[src/hdl/urb_pkg.sv]
// Types, constants and interrupt helper functions shared by the UART register block.
package urb_pkg;

   typedef enum logic [1:0] {
      OP_READ  = 2'd0,
      OP_WRITE = 2'd1,
      OP_TICK  = 2'd2,
      OP_NONE  = 2'd3
   } op_type;

   localparam logic [4:0] SLOT_RBR = 5'd0;
   localparam logic [4:0] SLOT_IER = 5'd1;
   localparam logic [4:0] SLOT_IIR = 5'd2;
   localparam logic [4:0] SLOT_LCR = 5'd3;
   localparam logic [4:0] SLOT_MCR = 5'd4;
   localparam logic [4:0] SLOT_LSR = 5'd5;
   localparam logic [4:0] SLOT_MSR = 5'd6;
   localparam logic [4:0] SLOT_SCR = 5'd7;

   localparam logic [1:0] SRC_MOD = 2'd0;
   localparam logic [1:0] SRC_THR = 2'd1;
   localparam logic [1:0] SRC_RDA = 2'd2;
   localparam logic [1:0] SRC_RLS = 2'd3;

   localparam logic [7:0] LCR_RESET   = 8'h03;
   localparam logic [7:0] MCR_RESET   = 8'h08;
   localparam logic [7:0] MSR_VALUE   = 8'h10;
   localparam logic [3:0] IER_MASK    = 4'hF;

   typedef struct packed {
      logic [1:0] id;
      logic       none;
   } ident_type;

   localparam ident_type IDENT_NONE = '{id: 2'd0, none: 1'b1};

   typedef struct packed {
      op_type     op;
      logic [7:0] addr;
      logic [7:0] wdata;
      logic       tx_taken;
      logic       rx_valid;
      logic [7:0] rx_byte;
   } req_type;

   typedef struct packed {
      logic [7:0] rdata;
      logic       bus_error;
      logic       irq_pending;
      logic       tx_valid;
      logic [7:0] tx_byte;
      logic       rx_taken;
   } rsp_type;

   function automatic logic src_enabled(logic [1:0] id, logic [3:0] ie);
      logic en;
      case (id)
         SRC_MOD: en = ie[3];
         SRC_THR: en = ie[1];
         SRC_RDA: en = ie[0];
         default: en = ie[2];
      endcase
      return en;
   endfunction

   // The pending id only ever moves up to the higher of the new and current ids.
   function automatic ident_type raise_src(ident_type cur, logic [1:0] id, logic [3:0] ie);
      logic [1:0] cur_id;
      logic [1:0] nxt;
      ident_type  res;
      cur_id = cur.none ? 2'd0 : cur.id;
      nxt    = (id >= cur_id) ? id : cur_id;
      res    = cur;
      if (src_enabled(nxt, ie)) begin
         res.none = 1'b0;
         res.id   = nxt;
      end
      return res;
   endfunction

   function automatic ident_type clear_src(ident_type cur, logic [1:0] id);
      ident_type res;
      res = cur;
      if (!cur.none && (cur.id == id)) begin
         res = IDENT_NONE;
      end
      return res;
   endfunction

endpackage

[src/hdl/urb_core.sv]
// Register file of the UART block: architectural state and the update for one item.
module urb_core
   import urb_pkg::*;
(
   input  logic    clock,
   input  logic    reset,
   input  logic    fire,
   input  req_type item,
   output rsp_type result
);

   logic [7:0] rbr_ff, rbr_in;
   logic [7:0] thr_ff, thr_in;
   logic [3:0] ier_ff, ier_in;
   ident_type  iir_ff, iir_in;
   logic       lcr_set_ff, lcr_set_in;
   logic       mcr_set_ff, mcr_set_in;
   logic       dr_ff, dr_in;
   logic       the_ff, the_in;
   logic [7:0] scr_ff, scr_in;

   logic       wr;
   logic [4:0] slot;

   assign wr   = (item.op == OP_WRITE);
   assign slot = item.addr[6:2];

   always_comb begin
      rbr_in     = rbr_ff;
      thr_in     = thr_ff;
      ier_in     = ier_ff;
      iir_in     = iir_ff;
      lcr_set_in = lcr_set_ff;
      mcr_set_in = mcr_set_ff;
      dr_in      = dr_ff;
      the_in     = the_ff;
      scr_in     = scr_ff;
      result     = '0;
      case (item.op)
         OP_READ, OP_WRITE: begin
            if (item.addr[7]) begin
               result.bus_error = 1'b1;
            end else begin
               case (slot)
                  SLOT_RBR: begin
                     if (!wr) begin
                        iir_in       = raise_src(clear_src(iir_ff, SRC_RDA), SRC_RLS, ier_ff);
                        result.rdata = rbr_ff;
                        dr_in        = 1'b0;
                     end else begin
                        iir_in = raise_src(clear_src(iir_ff, SRC_THR), SRC_RLS, ier_ff);
                        thr_in = item.wdata;
                        the_in = 1'b0;
                     end
                  end
                  SLOT_IER: begin
                     if (!wr) result.rdata = {4'b0000, ier_ff};
                     else ier_in = item.wdata[3:0] & IER_MASK;
                  end
                  SLOT_IIR: begin
                     if (!wr) begin
                        result.rdata = {5'b00000, iir_ff.id, iir_ff.none};
                        iir_in       = clear_src(iir_ff, SRC_THR);
                     end
                  end
                  SLOT_LCR: begin
                     if (!wr) result.rdata = lcr_set_ff ? LCR_RESET : 8'h00;
                     else lcr_set_in = 1'b0;
                  end
                  SLOT_MCR: begin
                     if (!wr) result.rdata = mcr_set_ff ? MCR_RESET : 8'h00;
                     else mcr_set_in = 1'b0;
                  end
                  SLOT_LSR: begin
                     if (!wr) begin
                        iir_in       = clear_src(iir_ff, SRC_RLS);
                        result.rdata = {1'b0, 1'b1, the_ff, 4'b0000, dr_ff};
                     end
                  end
                  SLOT_MSR: begin
                     if (!wr) begin
                        iir_in       = clear_src(iir_ff, SRC_MOD);
                        result.rdata = MSR_VALUE;
                     end
                  end
                  SLOT_SCR: begin
                     if (!wr) result.rdata = scr_ff;
                     else scr_in = item.wdata;
                  end
                  default: begin
                  end
               endcase
            end
         end
         OP_TICK: begin
            if (!the_ff) begin
               result.tx_valid = 1'b1;
               result.tx_byte  = thr_ff;
               if (item.tx_taken) begin
                  the_in = 1'b1;
                  iir_in = raise_src(raise_src(iir_ff, SRC_THR, ier_ff), SRC_RLS, ier_ff);
               end
            end
            if (!dr_ff && item.rx_valid) begin
               rbr_in          = item.rx_byte;
               dr_in           = 1'b1;
               iir_in          = raise_src(raise_src(iir_in, SRC_RDA, ier_ff), SRC_RLS, ier_ff);
               result.rx_taken = 1'b1;
            end
         end
         default: begin
         end
      endcase
      result.irq_pending = !iir_in.none;
   end

   always_ff @(posedge clock) begin
      if (reset) begin
         rbr_ff     <= 8'h00;
         thr_ff     <= 8'h00;
         ier_ff     <= 4'h0;
         iir_ff     <= IDENT_NONE;
         lcr_set_ff <= 1'b1;
         mcr_set_ff <= 1'b1;
         dr_ff      <= 1'b0;
         the_ff     <= 1'b1;
         scr_ff     <= 8'h00;
      end else if (fire) begin
         rbr_ff     <= rbr_in;
         thr_ff     <= thr_in;
         ier_ff     <= ier_in;
         iir_ff     <= iir_in;
         lcr_set_ff <= lcr_set_in;
         mcr_set_ff <= mcr_set_in;
         dr_ff      <= dr_in;
         the_ff     <= the_in;
         scr_ff     <= scr_in;
      end
   end

endmodule

[src/hdl/uart_8250_register_block.sv]
// Top level of the 8250-style UART register block with input and result registers.
//
// Usage: each request item is a bus read, a bus write or a tick. A bus access
// addresses slot addr[7:2]; slots 0 to 7 are the UART registers, 8 to 31 read
// as zero and ignore writes, and 32 and above return bus_error. A tick presents
// the transmit holding byte and offers a received byte through the handshake
// flags. Every request gives exactly one response item.
// Flow: an accepted item is held in the input register, processed by the core
// and its response is registered in the result register that drives the
// response ports. One item is accepted every cycle unless rsp_stall holds a
// response; the register update and the response are formed in shallow logic
// between the input register and the result register.
// Reset: a synchronous reset empties both registers and returns every UART
// register to its power-on value; no item is pending afterwards.
// Stall: while rsp_stall holds a response, the item behind it waits in the
// input register and req_stall rises only once that register is also full.
module uart_8250_register_block
   import urb_pkg::*;
(
   input  logic       clock,
   input  logic       reset,
   input  logic       req_valid,
   output logic       req_stall,
   input  logic [1:0] req_op,
   input  logic [7:0] req_addr,
   input  logic [7:0] req_wdata,
   input  logic       req_tx_taken,
   input  logic       req_rx_valid,
   input  logic [7:0] req_rx_byte,
   output logic       rsp_valid,
   input  logic       rsp_stall,
   output logic [7:0] rsp_rdata,
   output logic       rsp_bus_error,
   output logic       rsp_irq_pending,
   output logic       rsp_tx_valid,
   output logic [7:0] rsp_tx_byte,
   output logic       rsp_rx_taken
);

   logic    in_valid_ff;
   req_type in_item_ff;
   logic    out_valid_ff;
   rsp_type out_item_ff;
   rsp_type result;
   logic    fire;
   logic    accept;

   assign fire      = in_valid_ff && (!out_valid_ff || !rsp_stall);
   assign req_stall = in_valid_ff && !fire;
   assign accept    = req_valid && !req_stall;

   urb_core u_core (
      .clock  (clock),
      .reset  (reset),
      .fire   (fire),
      .item   (in_item_ff),
      .result (result)
   );

   always_ff @(posedge clock) begin
      if (reset) begin
         in_valid_ff <= 1'b0;
      end else if (accept) begin
         in_valid_ff <= 1'b1;
      end else if (fire) begin
         in_valid_ff <= 1'b0;
      end
   end

   always_ff @(posedge clock) begin
      if (accept) begin
         in_item_ff.op       <= op_type'(req_op);
         in_item_ff.addr     <= req_addr;
         in_item_ff.wdata    <= req_wdata;
         in_item_ff.tx_taken <= req_tx_taken;
         in_item_ff.rx_valid <= req_rx_valid;
         in_item_ff.rx_byte  <= req_rx_byte;
      end
   end

   always_ff @(posedge clock) begin
      if (reset) begin
         out_valid_ff <= 1'b0;
      end else if (fire) begin
         out_valid_ff <= 1'b1;
      end else if (!rsp_stall) begin
         out_valid_ff <= 1'b0;
      end
   end

   always_ff @(posedge clock) begin
      if (fire) begin
         out_item_ff <= result;
      end
   end

   assign rsp_valid       = out_valid_ff;
   assign rsp_rdata       = out_item_ff.rdata;
   assign rsp_bus_error   = out_item_ff.bus_error;
   assign rsp_irq_pending = out_item_ff.irq_pending;
   assign rsp_tx_valid    = out_item_ff.tx_valid;
   assign rsp_tx_byte     = out_item_ff.tx_byte;
   assign rsp_rx_taken    = out_item_ff.rx_taken;

   a_stall_needs_item: assert property (@(posedge clock) disable iff (reset)
      req_stall |-> in_valid_ff)
      else $error("request stalled with an empty input register");

   a_item_moves_out: assert property (@(posedge clock) disable iff (reset)
      in_valid_ff && !out_valid_ff |=> out_valid_ff)
      else $error("item did not reach the result register");

   a_error_reads_zero: assert property (@(posedge clock) disable iff (reset)
      rsp_valid && rsp_bus_error |-> (rsp_rdata == 8'h00) && !rsp_tx_valid && !rsp_rx_taken)
      else $error("bus error response carries data");

   a_tx_byte_idle: assert property (@(posedge clock) disable iff (reset)
      rsp_valid && !rsp_tx_valid |-> (rsp_tx_byte == 8'h00))
      else $error("transmit byte shown without transmit valid");

endmodule

[config.mk]
export PLATFORM = sky130hd
export DESIGN_NAME = uart_8250_register_block
export DESIGN_NICKNAME = d
export VERILOG_FILES = /design/src/hdl/urb_pkg.sv /design/src/hdl/urb_core.sv /design/src/hdl/uart_8250_register_block.sv
export SDC_FILE = /design/constraint.sdc
export NUM_CORES = 1
export LEC_CHECK = 0
export BUFFER_PORTS_ARGS = -buffer_cell sky130_fd_sc_hd__buf_2
export CORE_UTILIZATION = 45
export DETAILED_ROUTE_END_ITERATION = 7
export PLACE_DENSITY = 0.75
export SETUP_SLACK_MARGIN = 0.02
export SLEW_MARGIN = 25
export SYNTH_ARGS = -nofsm -noshare
export SYNTH_HDL_FRONTEND = slang
export SYNTH_SLANG_ARGS = --single-unit
[constraint.sdc]
create_clock -name clock -period 3.6 [get_ports clock]
set_input_delay 0.54 -clock clock [delete_from_list [all_inputs] [get_ports clock]]
set_output_delay 0.54 -clock clock [all_outputs]
set_load 0.01 [all_outputs]
# After elaboration in Yosys (flattened, before gate mapping)
# Cells that the tools add are included.
# Widths: inputs -> output; s select.
# totals
inputBits	32
reg_bits	85
elab_cells	207
# classes
muxes	99
n_reduce_logical	39
eq_ne	36
magnitude_cmp	6
bitwise_logic	3
# ops
operator	count
$mux 3	33
$pmux 8 s8	1
$mux 1	33
$mux 8	4
$reduce_and 5->1	6
$mux 2	13
$eq 5x3->1 const B	4
$eq 2x2->1 const B	9
$pmux 1 s3	6
$eq 2x1->1 const B	8
$logic_not 2->1	8
$pmux 3 s4	1
$eq 5x2->1 const B	2
$ge 2x2->1 const A	5
$mux 9	1
$ne 3x3->1 const B	3
$reduce_and 9->1	1
$logic_and 1x1->1	8
$mux 4	2
$logic_not 1->1	7
$mux 7	1
$ne 2x1->1 const B	3
$ne 2x2->1 const B	3
$ne 3x2->1 const B	2
13 further kinds	19

# Depth between registers and ports, before layout
# Gate-level depths: netlist of the first run.
# logic_depth
word_depth	45
mapped_depth	9
depth_no_buf	7

# By module
# Synthesis of the first run repeated with hierarchy kept, for this count alone.
# hier_totals
hier_cells	315
hier_area_um2	3563.4
# by_module_without_submodules
mod	cells_per_inst	area_per_inst_um2	n_inst	seq_area_each_um2
urb_core	257	2035.7	1	700.7
uart_8250_register_block	58	1527.7	1	1481.4

# Least setup slack after synthesis of the first run
# No wires, ideal clock.
# synth_path
path_type	input to register
startpoint	input rsp_stall
endpoint	register in_item_ff[0] (netlist name) (enable)
stages	2
n_path_buf	0
setup_slack_ps	1221
required_ps	3188
setup_ps	412
arrival_time_ps	1967
cell_sequence	and3_1 -> nor2b_1
# synth_via
elab_chain_cells	7
# synth_rtl
item	line	rtl
start: declaration	uart_8250_register_block.sv:31	input logic rsp_stall,
$logic_not 1->1	--	
$logic_or 1x1->1	uart_8250_register_block.sv:48	assign fire = in_valid_ff && (!out_valid_ff || !rsp_stall);
$logic_and 1x1->1	uart_8250_register_block.sv:48	
$logic_not 1->1	uart_8250_register_block.sv:49	assign req_stall = in_valid_ff && !fire;
$logic_and 1x1->1	uart_8250_register_block.sv:49	
$logic_not 1->1	uart_8250_register_block.sv:50	assign accept = req_valid && !req_stall;
$logic_and 1x1->1	uart_8250_register_block.sv:50	
via accept	uart_8250_register_block.sv:46	logic accept;
end: declaration	uart_8250_register_block.sv:41	req_type in_item_ff;
# The timed path passes the listed nets, and every way through them passes these cells.
# A chain may end at the register's enable or synchronous reset.

# Final worst setup path of the first run
# layout_path
startpoint	register in_item_ff[27] (netlist name)
endpoint	register u_core.ier_ff[0]
# layout_via
elab_chain_cells	3
# layout_rtl
item	line	rtl
$eq 2x1->1 / $logic_not 2->1 (equally long branches)	urb_core.sv:25, urb_core.sv:39	
$reduce_or 2->1	urb_core.sv:39	case (item.op)
$reduce_and 5->1 (no line) (*)	--	
end signal: assignment	urb_core.sv:131	ier_ff <= ier_in;
end: declaration	urb_core.sv:14	logic [3:0] ier_ff, ier_in;
# Mark *: on every way between the ends. The rest lies on a longest branch, timed or not.

==> results of run 1 <==
## state kept, by name, indices dropped and copies added (netlist names), named ones only
name               flops
rsp_rdata              8
u_core.dr_ff           1
u_core.iir_ff          2
u_core.rbr_ff          8
u_core.scr_ff          8
u_core.the_ff          1
u_core.ier_ff          4
u_core.thr_ff          8
rsp_valid              1
rsp_tx_valid           1
rsp_rx_taken           1
rsp_bus_error          1
u_core.mcr_set_ff      1
rsp_irq_pending        1
in_valid_ff            1
rsp_tx_byte            8
u_core.lcr_set_ff      1
in_item_ff            26
## cell type report
type / instances / area (sq um)
tap: 102 / 128
sequential: 83 / 2120
timing repair buffer: 54 / 278
clock inverter: 6 / 72.6
multi-input combinational: 228 / 1440
clock buffer: 10 / 128
inverter: 10 / 37.5
fill: 742 / 3640
## worst max-delay path: stages (launching register included)
cell	delay [ns]
edfxtp_1	0.45
inv_1	0.16
ha_1	0.40
inv_1	0.21
nor3_2	0.21
buf_4	0.26
nand3_1	0.28
mux2i_1	0.23
nor2_1	0.06
## synth_stat cells (2+ instances only)
| cell | instances | area (sq um) |
|---|---|---|
| and2_1 | 10 | 62.6 |
| a31oi_1 | 7 | 43.8 |
| o22ai_1 | 2 | 12.5 |
| nor4_1 | 2 | 12.5 |
| a21o_1 | 3 | 22.5 |
| o21ai_1 | 2 | 10.0 |
| ha_1 | 4 | 50.1 |
| buf_2 | 5 | 25.0 |
| a2bb2oi_1 | 2 | 17.5 |
| nor3_1 | 5 | 25.0 |
| o2111ai_1 | 2 | 17.5 |
| and3_1 | 6 | 37.5 |
| o21ai_0 | 5 | 25.0 |
| edfxtp_1 | 46 | 1380 |
| nand3b_1 | 2 | 15.0 |
| nor3b_1 | 2 | 15.0 |
| a22oi_1 | 4 | 30.0 |
| buf_6 | 2 | 22.5 |
| buf_4 | 3 | 22.5 |
| a21oi_1 | 27 | 135 |
| nor2b_1 | 4 | 25.0 |
| a311o_1 | 2 | 20.0 |
| clkbuf_1 | 9 | 33.8 |
| nand2_1 | 28 | 105 |
| nand3_1 | 21 | 105 |
| nand2b_1 | 3 | 18.8 |
| mux2i_1 | 14 | 140 |
| dfxtp_1 | 37 | 741 |
| nor2_1 | 33 | 124 |
| inv_1 | 9 | 33.8 |
| nand4_1 | 4 | 25.0 |
| xnor2_1 | 2 | 17.5 |
## stage by stage
| step | utilization, % | cells |
|---|---|---|
| final | 53.6 | 493 |
| after global routing | 53.6 | 493 |
| after CTS | 53.6 | 493 |
| after detailed placement | 51.1 | 477 |
| after global placement | 51.1 | 477 |
| after floorplan | - | 340 |
## power groups by stage
stage	clock network, W	logic, W	registers, W
finish	0.000679	0.000120	0.00106
global placement	0	0.000117	0.00108
global route	0.000734	0.000131	0.00106
floorplan	0	0.0000823	0.00107
detailed placement	0	0.000119	0.00108
CTS	0.000690	0.000119	0.00106
## worst paths after layout
check / end / depth (start not counted)
max: u_core.ier_ff[0] / 8
min reg2reg: u_core.thr_ff[3] / 2
max reg2reg: u_core.ier_ff[0] / 8
min: in_item_ff[9] / 1
## cells in the final DEF (no fill, tap or decap), types with 2 or more instances in the layout
cell,count
xnor2_1,2
inv_1,9
clkbuf_8,9
nor4_1,2
ha_1,4
a22oi_1,4
mux2i_1,14
and3_1,6
and2_1,10
a21oi_1,27
nand3b_1,2
nor2_1,33
a31oi_1,7
o21ai_1,2
o22ai_1,2
nor2b_1,3
buf_2,51
a311o_1,2
nand4_1,4
o21ai_0,5
nor3_1,4
inv_6,2
o2111ai_1,2
nor3b_1,2
nand2b_1,3
nand3_1,21
dfxtp_1,37
buf_4,3
edfxtp_1,46
nand2_1,28
a2bb2oi_1,2
a21o_1,3
## layer usage
metal / vias to the layer above / global-route usage (%) / share of wire [%]
met5: - / 0 / 0
met4: 0 / 8.85 / 2.1
met3: 19 / 4.02 / 7.2
met2: 128 / 27.1 / 46
met1: 1307 / 27.4 / 45
li1: 1342 / - / -
## cell families after synthesis
logic type      count (synthesis)
mux                            16
buf+inv                        29
compound gates                 71
simple gates                  134
xor+xnor                        3
flops                          83
fa+ha+maj                       4
==> impl_metrics.ini, run 1 <==
[outcome]
status = finished clean

[synth]
synth_edf_count = 46
ys_seq_area_share_pct = 57.4
yosys_warnings = 0
netlist_area_sq_um = 3700
ys_types = 65
syn_inst = 340
ys_dominant_reg_cell = edfxtp_1
synthAdderAreaFrac_pct = 1.35
async_flop_share_pct = 0
synth.area.mux_share_pct = 4.70
syn_avg_cell_area_sq_um = 10.9
synth-simple-area-share_pct = 19.0
synth_xor_area_share_pct = 0.913
synth_compound_area_share_pct = 12.8
synth_top_family_by_area = simple AND/OR/NAND/NOR gates
synth_seq_cells = 83
synth_nets = 376

[placed_design]
portBuffers = 51
place_hpwl_um = 5390
place_worst_setup_slack_ns = 1.26
routabilityCongestion = 0.917
dpl_cell_area_sq_um = 4010

[floorplan]
start_util_pct = 47.1
fp.dieArea_sq_um = 8590
num_io_pins = 54
rows = 32
core-area_sq_um = 7850
die_h_um = 92.7
die_w_um = 92.7

[sta]
rsz0062_at_grt = no
fmax_mhz = 414
layout_setup_ws_ns = 1.19
finalSetupViolCount = 0
layout_min_cycle_time_ns = 2.41
final.setup.tns_ns = 0
hold_ws_ns = 0.355
finalHoldViolations = 0
worstMarginPinSlew_ns = 0.786
clock_skew_ns = 0.0121
min_period_over_period_pct = 67.1
max_slew_margin_pct = 47.6
slew_viol_final = 0

[power]
pwr-share-clk_pct = 36.6
seqPwrFrac_pct = 57.0
sw_frac_of_total_pct = 24.1
power_switching_w = 0.000447
p_leak_nw = 1.56
power_w = 0.00186
peakVddDrop_uv = 266
power.density_nw_per_um2 = 441
p_int_w = 0.00141
pwr-share-comb_pct = 6.4

[global_route]
grt_overflow = 0
grt_start_max_net_pins = 37
grt_usage_pct = 19.0
grt_pass1_wl_um = 12200
grt_pass1_vias = 2414
grt_antenna_before_repair = 0

[clock_tree]
cts_root_buffer = clkbuf_8
cts_resized = 0
holdBufCountCts = 0
cts_tree = done
post_cts_buffers = 0
clk_pin_slew_ns = 0.09
cts_buffers = 9
cts-htree-levels = 3
clockBufferDepth = 2
cts.sinks = 83
insertion_delay_ns = 0.36

[min_path]
hold_path.startpoint = req_tx_taken
min_path_type = in -> reg

[setup_path]
crit_arrival_ns = 2.63
rr_startpoint = in_item_ff[27]
startpoint_type = register
crit_required_ns = 3.81
critPathCaptureType = register
r2r_slack_ns = 1.19
critPathMaxFanout = 21
critPathLaunch = in_item_ff[27]
critPathKind = reg -> reg

[cells_and_area]
diodes = 0
drive_above_1_share_pct = 22.5
final_area_sq_um = 4210
area_growth_pct = 13.8
final_nets = 422

[flow_run]
cap_violations = 0

[route]
vias = 2796
final_antenna_net_count = 0
drc_errors = 0
drt_iter0_drc = 322
wire_per_inst_um = 15.6
detail_route.wirelength_um = 7670
drtPass1Iterations = 5
avgViaCountPerCell = 5.67
Power figures use the tool's default switching activity.
==> run 2, diff against run 1 <==
Clock period 3.6 ns to 2.4 ns, I/O delays scaled along.
==> impl_metrics.ini, run 2 (synthesis gave the netlist of run 1 again) <==
[outcome]
status = finished clean

[cells_and_area]
diodes = 0
largest_register = in_item_ff
final_cell_mix = buf_2, edfxtp_1, dfxtp_1
final_util_pct = 55.1
layout_commonest_cell = buf_2
final_nets = 433
largest_reg_flops = 26
drive_above_1_share_pct = 24.9
area_growth_pct = 16.8
n_fill_cell = 718

[sta]
layout_min_cycle_time_ns = 2.20
rsz0062_at_grt = no
min_period_over_period_pct = 91.6
finalHoldViolations = 0
clock_skew_ns = 0.0121
final.setup.tns_ns = 0
max_slew_margin_pct = 55.2
finalSetupViolCount = 0
worstMarginPinSlew_ns = 0.671
slew_viol_final = 0
fmax_mhz = 455

[route]
avgViaCountPerCell = 5.54
final_antenna_net_count = 0
vias = 2791
wire_per_inst_um = 15.6
drt_iter0_drc = 256
drc_errors = 0
drtPass1Iterations = 6
detail_route.wirelength_um = 7880

[floorplan]
core-area_sq_um = 7850
start_util_pct = 47.1
die_w_um = 92.7
die_h_um = 92.7
num_io_pins = 54
fp.dieArea_sq_um = 8590
rows = 32

[clock_tree]
clockBufferDepth = 2
cts_buffers = 9
holdBufCountCts = 0
post_cts_buffers = 0
insertion_delay_ns = 0.35
cts_root_buffer = clkbuf_8
clk_pin_slew_ns = 0.09
cts_resized = 0
cts-htree-levels = 3
cts.sinks = 83
cts_tree = done

[placed_design]
place_hpwl_um = 5710
portBuffers = 51
routabilityCongestion = 0.898

[power]
p_int_w = 0.00223
sw_frac_of_total_pct = 23.3
power.density_nw_per_um2 = 674
pwr-share-comb_pct = 7.0
peakVddDrop_uv = 434
pwr-share-clk_pct = 38.9
power_switching_w = 0.000679
p_leak_nw = 1.62
seqPwrFrac_pct = 54.1

[flow_run]
cap_violations = 0

[global_route]
grt_pass1_vias = 2540
grt_antenna_before_repair = 0
grt_overflow = 0
grt_start_max_net_pins = 37
grt_usage_pct = 18.9
grt_pass1_wl_um = 12400

[setup_path]
crit_required_ns = 2.51
startpoint_type = register
cpMostUsedCell = inv_1
worst-path-stages = 7
critPathMaxFanout = 7
endpoint = rsp_irq_pending
r2r_slack_ns = 0.20
cpPeakStageDelay_ns = 0.41
critPathBufInv = 2
worstReg2RegEnd = rsp_irq_pending
rr_startpoint = in_item_ff[27]
critPathKind = reg -> reg
crit_path_top_delay_cell = edfxtp_1
crit_arrival_ns = 2.31
worstPathCellList = inv_1 -> ha_1 -> inv_1 -> a31oi_1 -> or3_1 -> a311o_1 -> o211a_1
r2r_cells = 7
critPathCaptureType = register
cp_top_family = compound AO/OA/AOI/OAI gates
critPathLaunch = in_item_ff[27]

[min_path]
hold_path.startpoint = req_op[1]
min_path_type = in -> reg
-- run 2: changes by cell type in the layout (fill, tap and decap cells not counted), sizes merged --
cell,previous run,this run
clkbuf,10,9
inv,13,14
buf,54,65
bufinv,1,2
clkinv,2,0
clkinvlp,0,1
-- run 2: worst min path at each step --
stage | end | slack, ns | depth (start not counted)
after floorplan | u_core.mcr_set_ff | 0.43 | 1
after global placement | u_core.mcr_set_ff | 0.43 | 1
after detailed placement | u_core.mcr_set_ff | 0.44 | 1
after CTS | in_item_ff[10] | 0.17 | 1
after global routing | in_item_ff[2] | 0.17 | 1
final | in_item_ff[27] | 0.18 | 1
-- run 2: per-stage QoR --
step | hold slack, ns | total power (W) | setup slack, ns | area (sq um) | cells
6_report | 0.179 | 0.00291 | 0.202 | 4320 | 504
2_1_floorplan | 0.426 | 0.00173 | 0.201 | 3700 | 340
3_5_place_dp | 0.442 | 0.00181 | 0.223 | 4090 | 488
4_1_cts | 0.168 | 0.00293 | 0.215 | 4320 | 504
5_1_grt | 0.169 | 0.00300 | 0.0981 | 4320 | 504
3_3_place_gp | 0.434 | 0.00181 | 0.237 | 4090 | 488
-- run 2: final cells by class --
type	instances	area, sq um	area share, %
flip-flops and latches	83	2120	49.1
multi-input cells	228	1440	33.4
repair buffers	65	360	8.34
well taps	102	128	2.95
clock buffers	9	124	2.87
clock inverters	7	105	2.43
inverters	10	37.5	0.869
-- run 2: routing by layer --
layer	part of all wire, %	track usage, %	wire length, um
met4	2.2	8.97	170
met3	6.5	3.04	509
met5	0	0	0
met1	44	24.8	3480
met2	47	30.7	3720
-- run 2: power groups by stage --
stage | registers, W | logic [W] | clock network [W]
after floorplan | 0.00160 | 0.000124 | 0
after global placement | 0.00161 | 0.000200 | 0
after detailed placement | 0.00161 | 0.000202 | 0
after CTS | 0.00157 | 0.000203 | 0.00115
after global routing | 0.00158 | 0.000221 | 0.00120
final | 0.00157 | 0.000203 | 0.00113
